==> config.mk <==
export PLATFORM = sky130hd
export DESIGN_NAME = json_text_prevalidator
export DESIGN_NICKNAME = d
export VERILOG_FILES = /design/src/hdl/jtp_pkg.sv /design/src/hdl/jtp_scan_core.sv /design/src/hdl/json_text_prevalidator.sv
export SDC_FILE = /design/constraint.sdc
export NUM_CORES = 1
export LEC_CHECK = 0
export ABC_CLOCK_PERIOD_IN_PS = 2800
export BUFFER_PORTS_ARGS = -buffer_cell sky130_fd_sc_hd__buf_4
export CAP_MARGIN = 30
export CORE_MARGIN = 2
export CORE_UTILIZATION = 26
export DETAILED_ROUTE_END_ITERATION = 8
export HOLD_SLACK_MARGIN = 0.03
export PLACE_DENSITY = 0.47
export SLEW_MARGIN = 15
export SYNTH_ARGS = -nofsm -noshare
export SYNTH_HDL_FRONTEND = slang
export SYNTH_SLANG_ARGS = --single-unit
==> constraint.sdc <==
create_clock -name clk -period 2.8 [get_ports clk]
set_input_delay 0.42 -clock clk [delete_from_list [all_inputs] [get_ports clk]]
set_output_delay 0.42 -clock clk [all_outputs]
set_load 0.01 [all_outputs]
==> src/hdl/jtp_pkg.sv <==
`default_nettype none

package jtp_pkg;

    typedef struct packed {
        logic [7:0] char_code;
        logic       last_char;
    } char_t;

    typedef struct packed {
        logic invalid_seen;
        logic message_done;
    } flag_t;

    typedef enum logic [1:0] {
        MODE_NORMAL = 2'd0,
        MODE_WORD   = 2'd1,
        MODE_STRING = 2'd2
    } scan_mode_t;

    localparam int KW_COUNT = 3;

    // keyword order in the match flags: true, false, null
    localparam logic [1:0] KW_TRUE  = 2'd0;
    localparam logic [1:0] KW_FALSE = 2'd1;
    localparam logic [1:0] KW_NULL  = 2'd2;

    localparam logic [2:0] KW_LEN [KW_COUNT] = '{3'd4, 3'd5, 3'd4};
    localparam logic [2:0] POS_MAX   = 3'd7;
    localparam logic [2:0] MATCH_ALL = 3'b111;

    localparam logic [7:0] CHR_LOWER_A = 8'h61;
    localparam logic [7:0] CHR_LOWER_Z = 8'h7A;
    localparam logic [7:0] CHR_DIGIT_0 = 8'h30;
    localparam logic [7:0] CHR_DIGIT_9 = 8'h39;
    localparam logic [7:0] CHR_QUOTE   = 8'h22;
    localparam logic [7:0] CHR_BSLASH  = 8'h5C;
    localparam logic [7:0] CHR_COMMA   = 8'h2C;
    localparam logic [7:0] CHR_COLON   = 8'h3A;
    localparam logic [7:0] CHR_LBRACE  = 8'h7B;
    localparam logic [7:0] CHR_RBRACE  = 8'h7D;
    localparam logic [7:0] CHR_LBRACK  = 8'h5B;
    localparam logic [7:0] CHR_RBRACK  = 8'h5D;
    localparam logic [7:0] CHR_DOT     = 8'h2E;
    localparam logic [7:0] CHR_MINUS   = 8'h2D;
    localparam logic [7:0] CHR_PLUS    = 8'h2B;
    localparam logic [7:0] CHR_LOWER_E = 8'h65;
    localparam logic [7:0] CHR_UPPER_E = 8'h45;

    function automatic logic is_lower(input logic [7:0] c);
        return (c >= CHR_LOWER_A) && (c <= CHR_LOWER_Z);
    endfunction

    function automatic logic is_allowed(input logic [7:0] c);
        logic ok;
        ok = (c >= CHR_DIGIT_0) && (c <= CHR_DIGIT_9);
        case (c)
            CHR_COMMA, CHR_COLON, CHR_LBRACE, CHR_RBRACE, CHR_LBRACK, CHR_RBRACK,
            CHR_DOT, CHR_MINUS, CHR_PLUS, CHR_LOWER_E, CHR_UPPER_E: ok = 1'b1;
            default: ;
        endcase
        return ok;
    endfunction

    // Letter of a keyword at a position; zero past the keyword's end.
    function automatic logic [7:0] kw_char(input logic [1:0] k, input logic [2:0] pos);
        logic [7:0] ch;
        ch = 8'h00;
        case (k)
            KW_TRUE: begin
                case (pos)
                    3'd0:    ch = "t";
                    3'd1:    ch = "r";
                    3'd2:    ch = "u";
                    3'd3:    ch = "e";
                    default: ch = 8'h00;
                endcase
            end
            KW_FALSE: begin
                case (pos)
                    3'd0:    ch = "f";
                    3'd1:    ch = "a";
                    3'd2:    ch = "l";
                    3'd3:    ch = "s";
                    3'd4:    ch = "e";
                    default: ch = 8'h00;
                endcase
            end
            KW_NULL: begin
                case (pos)
                    3'd0:    ch = "n";
                    3'd1:    ch = "u";
                    3'd2:    ch = "l";
                    3'd3:    ch = "l";
                    default: ch = 8'h00;
                endcase
            end
            default: ch = 8'h00;
        endcase
        return ch;
    endfunction

    // Drop every keyword whose letter at pos differs from c; a keyword already past its end is kept.
    function automatic logic [2:0] letter_match(input logic [2:0] flags,
                                                input logic [2:0] pos,
                                                input logic [7:0] c);
        logic [2:0] f;
        f = flags;
        for (int k = 0; k < KW_COUNT; k++) begin
            if ((pos < KW_LEN[k]) && (kw_char(2'(k), pos) != c)) begin
                f[k] = 1'b0;
            end
        end
        return f;
    endfunction

    function automatic logic word_ok(input logic [2:0] flags, input logic [2:0] pos);
        logic ok;
        ok = 1'b0;
        for (int k = 0; k < KW_COUNT; k++) begin
            if (flags[k] && (pos >= KW_LEN[k])) begin
                ok = 1'b1;
            end
        end
        return ok;
    endfunction

endpackage

`default_nettype wire

==> src/hdl/jtp_scan_core.sv <==
`default_nettype none

module jtp_scan_core (
    input  wire logic          clk,
    input  wire logic          rst_n,
    input  wire logic          advance,
    input  wire jtp_pkg::char_t cur,
    output jtp_pkg::flag_t     result
);
    import jtp_pkg::*;

    scan_mode_t mode_reg, mode_next;
    logic       skip_reg, skip_next;
    logic [2:0] pos_reg, pos_next;
    logic [2:0] match_reg, match_next;
    logic       error_reg, error_next;

    scan_mode_t mode_calc;
    logic       skip_calc;
    logic [2:0] pos_calc;
    logic [2:0] match_calc;
    logic       error_calc;

    always_ff @(posedge clk or negedge rst_n) begin
        if (!rst_n) begin
            mode_reg  <= MODE_NORMAL;
            skip_reg  <= 1'b0;
            pos_reg   <= 3'd0;
            match_reg <= MATCH_ALL;
            error_reg <= 1'b0;
        end else if (advance) begin
            mode_reg  <= mode_next;
            skip_reg  <= skip_next;
            pos_reg   <= pos_next;
            match_reg <= match_next;
            error_reg <= error_next;
        end
    end

    always_comb begin
        mode_calc  = mode_reg;
        skip_calc  = skip_reg;
        pos_calc   = pos_reg;
        match_calc = match_reg;
        error_calc = error_reg;

        case (mode_reg)
            MODE_WORD: begin
                if (is_lower(cur.char_code)) begin
                    match_calc = letter_match(match_reg, pos_reg, cur.char_code);
                    pos_calc   = (pos_reg == POS_MAX) ? POS_MAX : pos_reg + 3'd1;
                end else begin
                    // terminator is consumed without classification
                    if (!word_ok(match_reg, pos_reg)) begin
                        error_calc = 1'b1;
                    end
                    mode_calc = MODE_NORMAL;
                end
            end
            MODE_STRING: begin
                if (skip_reg) begin
                    skip_calc = 1'b0;
                end else if (cur.char_code == CHR_BSLASH) begin
                    skip_calc = 1'b1;
                end else if (cur.char_code == CHR_QUOTE) begin
                    mode_calc = MODE_NORMAL;
                end
            end
            default: begin
                mode_calc = MODE_NORMAL;
                if (is_lower(cur.char_code)) begin
                    mode_calc  = MODE_WORD;
                    match_calc = letter_match(MATCH_ALL, 3'd0, cur.char_code);
                    pos_calc   = 3'd1;
                end else if (cur.char_code == CHR_QUOTE) begin
                    mode_calc = MODE_STRING;
                    skip_calc = 1'b0;
                end else if (!is_allowed(cur.char_code)) begin
                    error_calc = 1'b1;
                end
            end
        endcase

        result.invalid_seen = error_calc;
        result.message_done = cur.last_char;

        // start the next message from a clean scanner
        if (cur.last_char) begin
            mode_next  = MODE_NORMAL;
            skip_next  = 1'b0;
            pos_next   = 3'd0;
            match_next = MATCH_ALL;
            error_next = 1'b0;
        end else begin
            mode_next  = mode_calc;
            skip_next  = skip_calc;
            pos_next   = pos_calc;
            match_next = match_calc;
            error_next = error_calc;
        end
    end

    a_error_sticky: assert property (@(posedge clk) disable iff (!rst_n)
        advance && error_reg && !cur.last_char |=> error_reg)
        else $error("error flag dropped inside a message");

    a_clean_after_last: assert property (@(posedge clk) disable iff (!rst_n)
        advance && cur.last_char |=> mode_reg == MODE_NORMAL && !error_reg && !skip_reg
            && match_reg == MATCH_ALL && pos_reg == 3'd0)
        else $error("scanner not cleared after final byte");

    a_skip_in_string: assert property (@(posedge clk) disable iff (!rst_n)
        skip_reg |-> mode_reg == MODE_STRING)
        else $error("escape pending outside a string");

endmodule

`default_nettype wire

==> src/hdl/json_text_prevalidator.sv <==
// Channel | Signals                              | Moves
// char    | char_valid, char_ready, char_data    | one byte request in (code, last flag)
// flag    | flag_valid, flag_ready, flag_data    | one result out (invalid_seen, message_done)
//
// One byte is taken per cycle while the flag side keeps up; its result passes through
// the input register, then the result register, which captures the combinational scanner update.
// Reset clears the scanner to normal mode with no error and empties both registers.
// A stalled flag side holds the result; the input register still fills, then
// char_ready drops until the result is taken.
`default_nettype none

module json_text_prevalidator (
    input  wire logic           clk,
    input  wire logic           rst_n,
    input  wire logic           char_valid,
    output logic                char_ready,
    input  wire jtp_pkg::char_t char_data,
    output logic                flag_valid,
    input  wire logic           flag_ready,
    output jtp_pkg::flag_t      flag_data
);
    import jtp_pkg::*;

    logic  char_valid_reg;
    char_t char_data_reg;
    logic  flag_valid_reg;
    flag_t flag_data_reg;
    flag_t scan_result;
    logic  advance;

    // move the held request into the result slot when it is free or draining
    assign advance    = char_valid_reg && (!flag_valid_reg || flag_ready);
    assign char_ready = !char_valid_reg || advance;
    assign flag_valid = flag_valid_reg;
    assign flag_data  = flag_data_reg;

    always_ff @(posedge clk or negedge rst_n) begin
        if (!rst_n) begin
            char_valid_reg <= 1'b0;
            flag_valid_reg <= 1'b0;
        end else begin
            if (char_ready) begin
                char_valid_reg <= char_valid;
            end
            if (advance) begin
                flag_valid_reg <= 1'b1;
            end else if (flag_ready) begin
                flag_valid_reg <= 1'b0;
            end
        end
    end

    always_ff @(posedge clk) begin
        if (char_ready && char_valid) begin
            char_data_reg <= char_data;
        end
        if (advance) begin
            flag_data_reg <= scan_result;
        end
    end

    jtp_scan_core u_scan (
        .clk     (clk),
        .rst_n   (rst_n),
        .advance (advance),
        .cur     (char_data_reg),
        .result  (scan_result)
    );

endmodule

`default_nettype wire

Word level (Yosys, flattened, before mapping)
Cells that the tools add are included.
{"block": "op_classes", "add_sub_neg": 1, "n_lt_le_gt_ge": 8, "eq_ne": 36, "n_mux": 62, "reduce_logical": 27}
{"op": "2-to-1 mux 8 bit", "count": 12}
{"op": "equality test 8 x 7 -> 1 bit (second input constant)", "count": 7}
{"op": "equality test 8 x 6 -> 1 bit (second input constant)", "count": 6}
{"op": "!= test 8 bit", "count": 6}
{"op": "case mux 7 bit (5 select lines)", "count": 1}
{"op": "2-to-1 mux 1 bit", "count": 28}
{"op": "case mux 7 bit (4 select lines)", "count": 1}
{"op": "2-to-1 mux 3 bit", "count": 7}
{"op": "case mux 7 bit (3 select lines)", "count": 1}
{"op": "AND reduction 4 bit", "count": 4}
{"op": "2-to-1 mux 2 bit", "count": 7}
{"op": "!= test 3 x 2 -> 1 bit (second input constant)", "count": 4}
{"op": "!= test 3 bit (second input constant)", "count": 4}
{"op": "case mux 3 bit (2 select lines)", "count": 2}
{"op": "OR reduction 11 bit", "count": 1}
{"op": "logical AND 1 bit", "count": 10}
{"op": ">= comparator 8 x 6 -> 1 bit (second input constant)", "count": 1}
{"op": ">= comparator 8 x 7 -> 1 bit (second input constant)", "count": 1}
{"op": "less-or-equal comparator 8 x 6 -> 1 bit (second input constant)", "count": 1}
{"op": "less-or-equal comparator 8 x 7 -> 1 bit (second input constant)", "count": 1}
{"op": "equality test 3 x 2 -> 1 bit (second input constant)", "count": 2}
{"op": "equality test 3 bit (second input constant)", "count": 2}
{"op": ">= comparator 3 bit (second input constant)", "count": 2}
{"op": "< comparator 3 bit (second input constant)", "count": 2}
{"op": "other kinds (15)", "count": 21}
{"block": "word_totals", "register_bits": 23, "in_bits": 13}

Longest topological paths before layout
{"block": "depth", "word_depth": 11, "depth_mapped": 9, "ltp_nobuf": 8}

Modules after synthesis
From an unflattened synthesis, not the netlist that was laid out.
{"block": "hier_totals", "cells_unflattened": 174, "area_unflattened_um2": 1686.6}
{"module": "jtp_scan_core", "n_inst": 1, "cells_each": 155, "area_each_um2": 1252.5, "seq_area_each_um2": 254.0}
{"module": "json_text_prevalidator", "n_inst": 1, "cells_each": 19, "area_each_um2": 434.2, "seq_area_each_um2": 380.4}

Worst setup path after synthesis
No wires, ideal clock.
{"block": "synth_path", "kind": "register to register", "from": "reg u_scan.pos_reg[0]", "to": "reg u_scan.match_reg[1]", "t_arrival_ns": 1.945, "slack_ns": 0.777, "path_stages_with_launch": 9, "path_cell_list": "dfrtp_1 > inv_1 > ha_1 > nor2b_1 > or3_1 > a211oi_1 > nand4_1 > a211o_1 > and3_1"}
{"block": "synth_via", "elab_chain_len": 8, "elab_cells_between_ends": 13, "classes_between": "1 x order compare; 6 x eq/ne; 3 x mux; 3 x reduce/logical"}
{"item": "from (decl)", "line_no": "jtp_scan_core.sv:14", "source": "logic [2:0] pos_reg, pos_next;"}
{"item": "from (signal assigned)", "line_no": "jtp_scan_core.sv:34", "source": "pos_reg <= pos_next;"}
{"item": "equality test 3 bit (tied with other cells)", "line_no": "jtp_pkg.sv:80", "source": "case (pos)"}
{"item": "case mux 7 bit (5 select lines)", "line_no": "jtp_pkg.sv:80"}
{"item": "2-to-1 mux 8 bit", "line_no": "jtp_scan_core.sv:49", "source": "if (is_lower(cur.char_code)) begin"}
{"item": "2-to-1 mux 8 bit", "line_no": "jtp_scan_core.sv:47", "source": "case (mode_reg)"}
{"item": "!= test 8 bit", "line_no": "jtp_pkg.sv:110", "source": "if ((pos < KW_LEN[k]) && (kw_char(2'(k), pos) != c)) begin"}
{"item": "logical AND 1 bit *", "line_no": "jtp_pkg.sv:110"}
{"item": "!= test 3 x 2 -> 1 bit (no line) *"}
{"item": "AND reduction 4 bit (no line) *"}
{"item": "to (signal assigned)", "line_no": "jtp_scan_core.sv:35", "source": "match_reg <= match_next;"}
{"item": "to (decl)", "line_no": "jtp_scan_core.sv:15", "source": "logic [2:0] match_reg, match_next;"}
Every way passes the cells marked *; elsewhere a longest branch is shown, timed or not. The select of a mux whose other input is x is not followed.
A chain may end at the register's enable or synchronous reset.

Worst setup path after layout
{"block": "layout_path", "from": "reg u_scan.pos_reg[0]", "to": "reg u_scan.match_reg[0]"}
{"block": "layout_via", "elab_chain_len": 8, "elab_cells_between_ends": 12, "classes_between": "1 x order compare; 5 x eq/ne; 3 x mux; 3 x reduce/logical"}
{"item": "equality test 3 x 2 -> 1 bit (tied with other cells)", "line_no": "jtp_pkg.sv:71", "source": "case (pos)"}
{"item": "case mux 7 bit (4 select lines)", "line_no": "jtp_pkg.sv:71"}
{"item": "2-to-1 mux 8 bit", "line_no": "jtp_scan_core.sv:49"}
{"item": "2-to-1 mux 8 bit", "line_no": "jtp_scan_core.sv:47"}
{"item": "!= test 8 bit", "line_no": "jtp_pkg.sv:110"}
{"item": "logical AND 1 bit *", "line_no": "jtp_pkg.sv:110"}
{"item": "!= test 3 x 2 -> 1 bit (no line) *"}
{"item": "AND reduction 4 bit (no line) *"}
Marks and branches as above.

==> flow_summary.ini <==
[synthesis]
muxShareOfSynthArea_pct = 1.27
synth_top_family_by_area = simple AND/OR/NAND/NOR gates
ys_ff_latch = 23
synth_top_area_share_pct = 19.8
synth_area_leaders = edfxtp_1, dfrtp_1, dfstp_2
syn_area_um2 = 1670
synthAdderAreaFrac_pct = 4.49
syn_area_per_cell_um2 = 8.94
synth_cells = 187
yosys.area_share.simple_pct = 25.1
synth_nets = 206
synth-compound-area-share_pct = 22.3
synth_flop_cell = edfxtp_1
synth_common_cells = nor2_1, nand2_1, edfxtp_1, inv_1, o21ai_0
synth_warnings = 0
synth_edf_count = 11
yosysMostFrequentCell = nor2_1
synth-xor-area-share_pct = 3.14
yosys.cell_types.count = 55
ys_seq_area_share_pct = 37.9
synthArstFlopShare_pct = 52.2
yosysTopAreaCell = edfxtp_1

[layout]
instances_no_fill = 277
fillerInstances = 687
diodes = 0
largest_reg_flops = 9
seq_area_um2 = 634
fin_util_pct = 30.3
area_growth_pct = 13.9
multi_input_area_um2 = 942
layout-drive-gt1-share_pct = 17.5
final_nets = 220
stdcell_area_um2 = 1900

[routing]
drt_iter0_drc = 89
wire_per_inst_um = 14.4
remaining_drc_errors = 0
routed_wl_um = 3980
antenna_left = 0
drtPass1Iterations = 4
vias = 1446
via_per_inst = 5.22

[power]
sw_frac_of_total_pct = 30.1
power_mw = 0.827
seqPwrFrac_pct = 52.2
power_frac_comb_pct = 21.7
netSwitchingPower_mw = 0.249
total_leakage_power_nw = 0.682
vdd_drop_max_mv = 0.184
power_frac_clock_pct = 26.1
pwr_density_cell_nw_per_um2 = 434
internal_power_mw = 0.578

[setup_path]
critPathMaxFanout = 10
cp_cell_sequence = inv_1 -> ha_1 -> nor4_2 -> nor2_1 -> mux2_2 -> a2111oi_0 -> o22a_1
critPathTopFamily = compound AO/OA/AOI/OAI gates
r2r_slack_ps = 410
r2r_end = u_scan.match_reg[0]
crit_slowest_cell = dfrtp_1
cp-start-kind = flop
cp_slowest_stage_delay_ps = 460
crit_type = reg2reg
critPathBufInv = 1
crit_required_ps = 3010
worst-r2r-cell-count = 7
r2r_start = u_scan.pos_reg[0]
cp.arrival_ps = 2600
end_kind = flop

[hold_path]
hold-path-cell-count = 1
min_to = char_data_reg[1]
hold_path_startpoint = char_data[1]
hold_path.class = in2reg

[timing]
hold_slack_ps = 324
fin_skew_ps = 6.61
finalWorstSetupSlack_ps = 415
drv_slew = 0
finalHoldViolCount = 0
finalSetupTns_ps = 0
max-slew-margin-rel_pct = 64.1
worst_pin_slew_ps = 526
rsz0062_at_grt = false
fin_crit_sh_pct = 85.2
fmax_mhz = 419
setup-violations-final = 0
finalCriticalPeriod_ps = 2390

[cts]
clockBufferDepth = 2
cts_tree = built
clkTransAtPathRegs_ps = 80
worstSkewPairLatency_ps = 270
clock_sinks = 23
cts_resized = 0
htree_num_levels = 1
postCtsSetupRepairBufs = 0
postCtsHoldBufs = 1
cts_buffers = 3
cts_root_buf = clkbuf_8

[floorplan]
num_rows = 29
die_area_um2 = 7090
die_w_um = 84.2
io_pins = 17
start_util_pct = 26.6
die_h_um = 84.2
core_area_um2 = 6280

[place]
dp_hpwl_um = 3010
dp.cells = 272
placed_cell_area_um2 = 1850
post-place-ws_ps = 409
port_buffers = 16
place_congestion = 0.780

[global_route]
grt_pass1_vias = 1333
antenna_found_initial = 0
grt_start_max_net_pins = 17
grt_overflow = 0
grt_pass1_wl_um = 6690
grt_usage_pct = 11.7

[job]
drv_cap = 0

[status]
outcome = finished, final reports clean
## layout by cell type (no fill, tap or decap), types with 3 or more instances in the layout
master,netlist,routed
clkbuf_8,0,3
a211o_1,3,3
o221ai_1,3,3
nor3_1,7,7
dfrtp_1,9,9
a21oi_1,8,8
nand3_1,3,3
nand2b_1,8,8
edfxtp_1,11,11
nor2_1,21,21
inv_1,11,11
buf_4,0,18
a211oi_1,4,4
nand2_1,15,15
nand4_1,3,3
nor2b_1,3,3
ha_1,6,6
o31ai_1,3,3
dfstp_2,3,3
o21ai_0,10,10
xnor2_1,4,4
## kinds of logic after synthesis
kind of cell / after synthesis
flops: 23
simple gates: 78
compound gates: 51
xor+xnor: 6
buf+inv: 21
mux: 2
fa+ha+maj: 6
## power groups by stage
| stage | combinational (mW) | sequential [mW] | clock [mW] |
|---|---|---|---|
| CTS | 0.180 | 0.431 | 0.218 |
| global route | 0.199 | 0.437 | 0.235 |
| global placement | 0.181 | 0.438 | 0 |
| finish | 0.179 | 0.432 | 0.216 |
| detailed placement | 0.179 | 0.438 | 0 |
| floorplan | 0.138 | 0.420 | 0 |
## per-layer routing
metal  up-vias  track usage [%]  wire, µm
met4         0             4.25        62
met2        38             17.8      1780
met5         -                0         0
li1        718                -         -
met3         7             1.77       177
met1       683             16.7      1960
## final cells by class
type	count	share of cell area [%]
Tap cell	77	5.06
Inverter	11	2.17
Clock buffer	4	2.37
Timing Repair Buffer	19	7.62
Sequential cell	23	33.3
Multi-Input combinational cell	143	49.5
## worst max path at each step
| stage | to | startpoint | slack, ps | cells past startpoint |
|---|---|---|---|---|
| after floorplan | u_scan.match_reg[1] | u_scan.pos_reg[0] | 780 | 8 |
| after global placement | u_scan.match_reg[1] | u_scan.pos_reg[0] | 440 | 8 |
| after detailed placement | u_scan.match_reg[1] | u_scan.pos_reg[0] | 410 | 8 |
| after CTS | u_scan.match_reg[1] | u_scan.pos_reg[0] | 390 | 8 |
| after global routing | u_scan.match_reg[0] | u_scan.pos_reg[0] | 260 | 7 |
| final | u_scan.match_reg[0] | u_scan.pos_reg[0] | 410 | 7 |
Power figures use the tool's default switching activity.
